<file path="config.mk">
export PLATFORM = sky130hd
export DESIGN_NAME = sliding_trimmed_mean_filter_core
export DESIGN_NICKNAME = d
export VERILOG_FILES = /design/src/rtl/stmf_pkg.sv /design/src/rtl/stmf_cell.sv /design/src/rtl/stmf_div.sv /design/src/rtl/sliding_trimmed_mean_filter_core.sv
export SDC_FILE = /design/constraint.sdc
export NUM_CORES = 1
export LEC_CHECK = 0
export BUFFER_PORTS_ARGS = -buffer_cell sky130_fd_sc_hd__buf_2
export CELL_PAD_IN_SITES_DETAIL_PLACEMENT = 2
export CELL_PAD_IN_SITES_GLOBAL_PLACEMENT = 2
export CORE_AREA = 2 2 177 179
export DETAILED_ROUTE_END_ITERATION = 10
export DIE_AREA = 0 0 179 181
export PLACE_DENSITY = 0.76
export SLEW_MARGIN = 20
export SYNTH_ARGS = -nofsm -noshare
export SYNTH_HDL_FRONTEND = slang
export SYNTH_SLANG_ARGS = --single-unit
</file>
<file path="constraint.sdc">
create_clock -name clk -period 4.65 [get_ports clk]
set_clock_uncertainty 0.1 [all_clocks]
set_input_delay 0.93 -clock clk [delete_from_list [all_inputs] [get_ports clk]]
set_output_delay 0.93 -clock clk [all_outputs]
set_load 0.01 [all_outputs]
</file>
<file path="src/rtl/stmf_pkg.sv">
`timescale 1ns / 1ps
`default_nettype none
// ----------------------------------------------------------------------------
// stmf_pkg
// Shared sizes, types and state codes for the trimmed-mean filter.
// ----------------------------------------------------------------------------
package stmf_pkg;

    // Window depth and the widths that follow from it
    localparam int WINDOW = 8;
    localparam int DATA_W = 16;
    localparam int CNT_W  = $clog2(WINDOW + 1);
    localparam int IDX_W  = $clog2(WINDOW);
    localparam int SUM_W  = DATA_W + $clog2(WINDOW);
    localparam int DCNT_W = $clog2(SUM_W + 1);

    // Smallest fill level that gives a trimmed mean
    localparam int MIN_HELD = 3;

    // Control flow of the top level
    typedef enum logic [2:0] {
        ST_IDLE,
        ST_SCAN,
        ST_TRIM,
        ST_DIV,
        ST_DONE
    } stmf_state_t;

    // Status handed back by the serial divider
    typedef struct packed {
        logic busy;
        logic done;
    } stmf_div_stat_t;

endpackage : stmf_pkg
`default_nettype wire

</file>
<file path="src/rtl/stmf_cell.sv">
`timescale 1ns / 1ps
`default_nettype none
// ----------------------------------------------------------------------------
// stmf_cell
// One window cell: holds a sample and takes its neighbour's word when enabled.
// ----------------------------------------------------------------------------
module stmf_cell
    import stmf_pkg::*;
(
    input  wire logic              clk,
    input  wire logic              en,
    input  wire logic [DATA_W-1:0] din,
    output logic      [DATA_W-1:0] q
);

    logic [DATA_W-1:0] data_reg;
    logic [DATA_W-1:0] data_next;

    // hold unless the chain advances
    always_comb
    begin
        data_next = en ? din : data_reg;
    end

    always_ff @(posedge clk)
    begin
        data_reg <= data_next;
    end

    assign q = data_reg;

endmodule : stmf_cell
`default_nettype wire

</file>
<file path="src/rtl/stmf_div.sv">
`timescale 1ns / 1ps
`default_nettype none
// ----------------------------------------------------------------------------
// stmf_div
// Restoring divider, one quotient bit per cycle, SUM_W quotient bits per divide.
// ----------------------------------------------------------------------------
module stmf_div
    import stmf_pkg::*;
(
    input  wire logic              clk,
    input  wire logic              rst_n,
    input  wire logic              start,
    input  wire logic [SUM_W-1:0]  dividend,
    input  wire logic [CNT_W-1:0]  divisor,
    output stmf_div_stat_t         stat,
    output logic      [DATA_W-1:0] quotient
);

    logic [SUM_W-1:0]  quo_reg;
    logic [SUM_W-1:0]  quo_next;
    logic [CNT_W:0]    rem_reg;
    logic [CNT_W:0]    rem_next;
    logic [CNT_W-1:0]  dvs_reg;
    logic [CNT_W-1:0]  dvs_next;
    logic [DCNT_W-1:0] cnt_reg;
    logic [DCNT_W-1:0] cnt_next;
    logic              done_reg;
    logic              done_next;

    logic [CNT_W:0]    rem_sh;
    logic              ge;

    // trial subtract of the shifted remainder
    always_comb
    begin
        rem_sh = {rem_reg[CNT_W-1:0], quo_reg[SUM_W-1]};
        ge     = (rem_sh >= {1'b0, dvs_reg});
    end

    // load on start, otherwise advance one bit while running
    always_comb
    begin
        quo_next  = quo_reg;
        rem_next  = rem_reg;
        dvs_next  = dvs_reg;
        cnt_next  = cnt_reg;
        done_next = 1'b0;
        if (start)
        begin
            quo_next = dividend;
            rem_next = '0;
            dvs_next = divisor;
            cnt_next = DCNT_W'(SUM_W);
        end
        else if (cnt_reg != '0)
        begin
            quo_next  = {quo_reg[SUM_W-2:0], ge};
            rem_next  = ge ? (rem_sh - {1'b0, dvs_reg}) : rem_sh;
            cnt_next  = cnt_reg - DCNT_W'(1);
            done_next = (cnt_reg == DCNT_W'(1));
        end
    end

    always_ff @(posedge clk or negedge rst_n)
    begin
        if (!rst_n)
        begin
            cnt_reg  <= '0;
            done_reg <= 1'b0;
        end
        else
        begin
            cnt_reg  <= cnt_next;
            done_reg <= done_next;
        end
    end

    always_ff @(posedge clk)
    begin
        quo_reg <= quo_next;
        rem_reg <= rem_next;
        dvs_reg <= dvs_next;
    end

    assign stat.busy = (cnt_reg != '0);
    assign stat.done = done_reg;
    assign quotient  = quo_reg[DATA_W-1:0];

endmodule : stmf_div
`default_nettype wire

</file>
<file path="src/rtl/sliding_trimmed_mean_filter_core.sv">
`timescale 1ns / 1ps
`default_nettype none
// ----------------------------------------------------------------------------
// sliding_trimmed_mean_filter_core
// Moving average over the last WINDOW samples with one maximum and one
// minimum left out; raw sample passed while fewer than three are held or the mean is zero.
// ----------------------------------------------------------------------------
// From accept to result: one pass round the cell chain in ST_SCAN, the trim in
// ST_TRIM, one quotient bit per cycle in the divider, ST_DIV to see it finish
// and ST_DONE to load the output; while fewer than three samples are held the
// word goes from ST_IDLE straight to ST_DONE. A new word is taken only in
// ST_IDLE, once the last one is through; the next word is taken while a result
// still waits on the output, and ST_DONE waits while an older one is untaken.
// Reset clears the fill count and all handshakes; the window cells are not
// cleared.
// ----------------------------------------------------------------------------
module sliding_trimmed_mean_filter_core
    import stmf_pkg::*;
(
    input  wire logic        clk,
    input  wire logic        rst_n,
    input  wire logic        s_tvalid,
    output logic             s_tready,
    input  wire logic [15:0] s_tdata,   // [15:0] sample
    output logic             m_tvalid,
    input  wire logic        m_tready,
    output logic      [15:0] m_tdata,   // [15:0] filtered
    output logic      [0:0]  m_tuser    // [0] passthrough
);

    stmf_state_t state_reg;
    stmf_state_t state_next;

    logic [CNT_W-1:0]  count_reg;
    logic [CNT_W-1:0]  count_next;
    logic [IDX_W-1:0]  idx_reg;
    logic [IDX_W-1:0]  idx_next;
    logic [SUM_W-1:0]  sum_reg;
    logic [SUM_W-1:0]  sum_next;
    logic [DATA_W-1:0] hi_reg;
    logic [DATA_W-1:0] hi_next;
    logic [DATA_W-1:0] lo_reg;
    logic [DATA_W-1:0] lo_next;
    logic [DATA_W-1:0] sample_reg;
    logic [DATA_W-1:0] sample_next;
    logic              warm_reg;
    logic              warm_next;
    logic              ovalid_reg;
    logic              ovalid_next;
    logic [DATA_W-1:0] ofilt_reg;
    logic [DATA_W-1:0] ofilt_next;
    logic              opass_reg;
    logic              opass_next;

    logic              accept;
    logic              chain_en;
    logic              in_scan;
    logic              div_start;
    logic              out_load;
    logic [CNT_W-1:0]  count_inc;
    logic [CNT_W-1:0]  skip;
    logic              take;
    logic              first;
    logic              scan_last;
    logic [DATA_W-1:0] tap;
    logic [SUM_W-1:0]  trimmed;
    logic [CNT_W-1:0]  divisor;
    logic              mean_zero;

    logic [DATA_W-1:0] cell_q [WINDOW];

    stmf_div_stat_t    div_stat;
    logic [DATA_W-1:0] quotient;

    // Cell chain: shift in the new word on accept, rotate during the scan
    assign tap = cell_q[WINDOW-1];

    for (genvar i = 0; i < WINDOW; i++)
    begin : g_cell
        logic [DATA_W-1:0] din;
        if (i == 0)
        begin : g_head
            assign din = in_scan ? tap : s_tdata;
        end
        else
        begin : g_body
            assign din = cell_q[i-1];
        end
        stmf_cell u_cell (
            .clk (clk),
            .en  (chain_en),
            .din (din),
            .q   (cell_q[i])
        );
    end

    // Fill level and scan bookkeeping
    always_comb
    begin
        count_inc = (count_reg == CNT_W'(WINDOW)) ? count_reg : count_reg + CNT_W'(1);
        skip      = CNT_W'(WINDOW) - count_reg;
        take      = (CNT_W'(idx_reg) >= skip);
        first     = (CNT_W'(idx_reg) == skip);
        scan_last = (idx_reg == IDX_W'(WINDOW - 1));
        trimmed   = sum_reg - SUM_W'(hi_reg) - SUM_W'(lo_reg);
        divisor   = count_reg - CNT_W'(2);
        mean_zero = (quotient == '0);
    end

    // Next state
    always_comb
    begin
        state_next = state_reg;
        unique case (state_reg)
            ST_IDLE:
            begin
                if (s_tvalid)
                begin
                    state_next = (count_inc < CNT_W'(MIN_HELD)) ? ST_DONE : ST_SCAN;
                end
            end
            ST_SCAN:
            begin
                if (scan_last)
                begin
                    state_next = ST_TRIM;
                end
            end
            ST_TRIM:
            begin
                state_next = ST_DIV;
            end
            ST_DIV:
            begin
                if (div_stat.done)
                begin
                    state_next = ST_DONE;
                end
            end
            ST_DONE:
            begin
                if (!ovalid_reg || m_tready)
                begin
                    state_next = ST_IDLE;
                end
            end
            default:
            begin
                state_next = ST_IDLE;
            end
        endcase
    end

    // FSM outputs
    always_comb
    begin
        s_tready  = 1'b0;
        in_scan   = 1'b0;
        div_start = 1'b0;
        out_load  = 1'b0;
        unique case (state_reg)
            ST_IDLE:
            begin
                s_tready = 1'b1;
            end
            ST_SCAN:
            begin
                in_scan = 1'b1;
            end
            ST_TRIM:
            begin
                div_start = 1'b1;
            end
            ST_DIV:
            begin
            end
            ST_DONE:
            begin
                out_load = !ovalid_reg || m_tready;
            end
            default:
            begin
            end
        endcase
    end

    assign accept   = s_tvalid && s_tready;
    assign chain_en = accept || in_scan;

    // Datapath: accumulate sum, maximum and minimum; build the result word
    always_comb
    begin
        count_next  = count_reg;
        idx_next    = idx_reg;
        sum_next    = sum_reg;
        hi_next     = hi_reg;
        lo_next     = lo_reg;
        sample_next = sample_reg;
        warm_next   = warm_reg;
        ovalid_next = ovalid_reg && !m_tready;
        ofilt_next  = ofilt_reg;
        opass_next  = opass_reg;
        if (accept)
        begin
            count_next  = count_inc;
            sample_next = s_tdata;
            warm_next   = (count_inc < CNT_W'(MIN_HELD));
            idx_next    = '0;
            sum_next    = '0;
        end
        if (in_scan)
        begin
            idx_next = idx_reg + IDX_W'(1);
            if (take)
            begin
                sum_next = sum_reg + SUM_W'(tap);
                if (first)
                begin
                    hi_next = tap;
                    lo_next = tap;
                end
                else
                begin
                    hi_next = (tap > hi_reg) ? tap : hi_reg;
                    lo_next = (tap < lo_reg) ? tap : lo_reg;
                end
            end
        end
        if (out_load)
        begin
            ovalid_next = 1'b1;
            opass_next  = warm_reg || mean_zero;
            ofilt_next  = (warm_reg || mean_zero) ? sample_reg : quotient;
        end
    end

    always_ff @(posedge clk or negedge rst_n)
    begin
        if (!rst_n)
        begin
            state_reg  <= ST_IDLE;
            count_reg  <= '0;
            ovalid_reg <= 1'b0;
        end
        else
        begin
            state_reg  <= state_next;
            count_reg  <= count_next;
            ovalid_reg <= ovalid_next;
        end
    end

    always_ff @(posedge clk)
    begin
        idx_reg    <= idx_next;
        sum_reg    <= sum_next;
        hi_reg     <= hi_next;
        lo_reg     <= lo_next;
        sample_reg <= sample_next;
        warm_reg   <= warm_next;
        ofilt_reg  <= ofilt_next;
        opass_reg  <= opass_next;
    end

    // Trimmed sum over (count - 2)
    stmf_div u_div (
        .clk      (clk),
        .rst_n    (rst_n),
        .start    (div_start),
        .dividend (trimmed),
        .divisor  (divisor),
        .stat     (div_stat),
        .quotient (quotient)
    );

    assign m_tvalid   = ovalid_reg;
    assign m_tdata    = ofilt_reg;
    assign m_tuser[0] = opass_reg;

endmodule : sliding_trimmed_mean_filter_core
`default_nettype wire
</file>
==> run summary <==
Critical path data arrival time = 3.41 ns
Time the final worst path needs with I/O delays and setup = 3.28 ns
Proportion of netlist area held by the largest area contributor = 54.7%
Max incr delay on CP = 0.48 ns
Initial antenna violation count = 0
FF+latch count, synth = 257
Core Box Area = 30300 um2
Worst Setup Start Kind = register
Final Max Slew Viols = 0
Wire length reported by the detailed router = 32300 um
Max FO, Critical Path = 16
Proportion of layout cells with a drive suffix above 1 = 14.0%
Post-Synthesis Mean Instance Area = 13.0 um2
Sequential fraction of the synthesis area = 61.5%
Worst R2R End = hi_reg[1]
Number of hold violations in the final report = 0
Die width = 179 um
I/O pin count = 39
Required time of the worst setup path = 4.78 ns
Cts repair resizes = 0
Cell type with the highest aggregate area in the netlist = sky130_fd_sc_hd__edfxtp_1
Number of remaining DRC errors = 0
Number of H-tree levels = 1
Per-cell routed wire length = 23.1 um
Port Buffer Count = 38
Count of flip-flops with a built-in enable after synthesis = 220
Slew Limit Headroom = 40.2%
Clk buf depth = 3
Cells traversed along the worst timing path = inv_1 -> ha_1 -> xor2_1 -> ha_1 -> nand2_1 -> o21ai_0 -> nand2_1 -> nor2_2 -> nand2_1 -> a21oi_1 -> buf_4
Flip-flop count of the largest register, all copies and words added = 128
Number of hold-repair buffers added at the cts stage = 0
Most frequent cells after synthesis = 220 x sky130_fd_sc_hd__edfxtp_1, 105 x sky130_fd_sc_hd__nand2_1, 82 x sky130_fd_sc_hd__ha_1
Synth cell types = 71
Fin cells = 1400
Result of the run = finished clean
Final number of setup-violating endpoints = 0
Overflow left after global routing = 0
Area grow syn2layout = 15.2%
Instance count after placement with tap cells included = 1344
Total global routing track utilization = 20.6%
Cell type of the slowest stage on the worst timing path = sky130_fd_sc_hd__dfrtp_1
Initial cell density of the core = 39.8%
Via count of the first global-routing pass = 8515
Per-cell via count in the routed design = 5.44
Wire length of the first global-routing pass = 50400 um
Die height = 181 um
Slew at the pin closest to its max-slew limit = 0.895 ns
Number of buffers inserted during clock tree synthesis = 30
Routability congestion estimate = 0.782
Number of warnings issued by yosys = 0
HPWL Detailed = 22700 um
Number of iterations in the first detailed-routing pass = 5
Clock-pin transition on the worst setup and hold timing paths = 0.06 ns
Cell repeated most along the worst path = sky130_fd_sc_hd__nand2_1
Most common cell in the synthesized netlist = sky130_fd_sc_hd__edfxtp_1
Antenna-violating nets left = 0
Proportion of register bits with asynchronous set or reset after synthesis = 5.45%
Post-Route Setup TNS = 0 ns
Unrepaired setup endpoints after global routing = false
Highest Clock Rate = 305 MHz
Worst setup path category = reg -> reg
Die footprint = 32400 um2
Top area cells in the synthesized netlist = sky130_fd_sc_hd__edfxtp_1 55%, sky130_fd_sc_hd__ha_1 8.5%, sky130_fd_sc_hd__dfxtp_1 3.8%
Inserted Diodes = 0
Placed inst area = 12700 um2
Clock latency on the worst-skew pair = 0.56 ns
Max_cap viols = 0
HP Class = in -> async
Dominant synthesized flop cell = sky130_fd_sc_hd__edfxtp_1
Total via count after detailed routing = 7614
Buffer cell driving the clock tree root = sky130_fd_sc_hd__clkbuf_16
Number of rows in the core area = 64
Number of cells produced by synthesis = 925
Fin crit share = 70.6%
Post-layout nets = 1100
Finished layout cell area = 13900 um2
Number of nets produced by synthesis = 1045
CTS tree = built
Number of DRC markers after the initial detailed-route iteration = 396
Worst setup EP type = register
Depth of the worst register-to-register path = 11
Maximum number of pins on one net before global-route repair = 84
Reg2Reg Setup Slack = 1.37 ns
Origin of the critical flop-to-flop path = count_reg[0]
Postcts setup bufs = 0
Netlist area before placement = 12100 um2
Clock sink count = 257
[cells by family (layout without fill, tap and decap cells)]
family | Yosys count | after routing | share of synthesized area (%)
flops | 257 | 257 | 61.5
simple gates | 242 | 242 | 9.74
compound gates | 185 | 185 | 9.81
fa+ha+maj | 100 | 100 | 11.5
buf+inv | 88 | 167 | 3.21
xor+xnor | 29 | 29 | 2.10
mux | 24 | 24 | 2.19
[metrics by stage]
stage          hold WS [ns]  utilization [%]  setup WS (ns)
3_3_place_gp          0.302             41.9           1.57
2_1_floorplan         0.300                -          0.400
3_5_place_dp          0.305             41.9           1.42
4_1_cts               0.163             45.8           1.38
6_report              0.174             45.8           1.37
5_1_grt               0.179             45.8           1.12
[critical path: cells and delay by family, from the launching register on]
kind | cells | cell delay, ns
DFF | 1 | 0.48
adders and majority gates | 2 | 0.60
buffers and inverters | 2 | 0.42
AOI/OAI and AO/OA | 2 | 0.37
xor gates and xnor gates | 1 | 0.16
and+or+nand+nor | 4 | 0.81
[routing by layer]
metal	part of all wire, %	vias to the layer above	global-route usage (%)
li1	-	3534	-
met1	45	3924	27.6
met2	50	115	35.0
met3	2.7	41	2.63
met4	2.9	0	5.89
met5	0	-	0
[area by class of cell]
class                      instances  area, um2
fill                            2967      16400
sequential                       257       7420
multi-input combinational        580       4280
clock buffer                      33        793
tap                              396        495
clock inverter                    23        380
timing repair buffer              50        300
inverter                          61        233
[cells in the final DEF (no fill, tap or decap), drive strengths merged, types with 3 or more instances in the layout]
cell	n
o21ai	51
nor3	13
o31ai	6
o21bai	4
nand2	105
o211ai	7
clkinvlp	7
nand2b	7
a31oi	12
edfxtp	220
o21a	7
dfrtp	14
and2	7
a21oi	43
clkinv	7
ha	82
fa	18
a211o	3
mux2	19
a21o	26
nand3	30
nor4	6
buf	50
and3	6
mux2i	5
xor2	12
o2111ai	5
dfxtp	23
xnor2	17
bufinv	10
nor2	26
o311ai	3
nor3b	3
inv	60
or3	4
clkbuf	33
nand4	13
a211oi	3
nor2b	9
[how the worst max path moves through the flow]
stage                  from                     to  slack (ns)
6_report       count_reg[0]              hi_reg[1]        1.37
5_1_grt        count_reg[0]              hi_reg[1]        1.12
4_1_cts        count_reg[0]              hi_reg[0]        1.38
3_5_place_dp   count_reg[0]             hi_reg[15]        1.42
3_3_place_gp   count_reg[0]              hi_reg[0]        1.57
2_1_floorplan      s_tvalid  g_cell[0].u_cell.q[0]        0.40
Power is left out: the tool's default activity adds up to more than one toggle a clock period on the data nets, which glitch-free logic cannot reach.
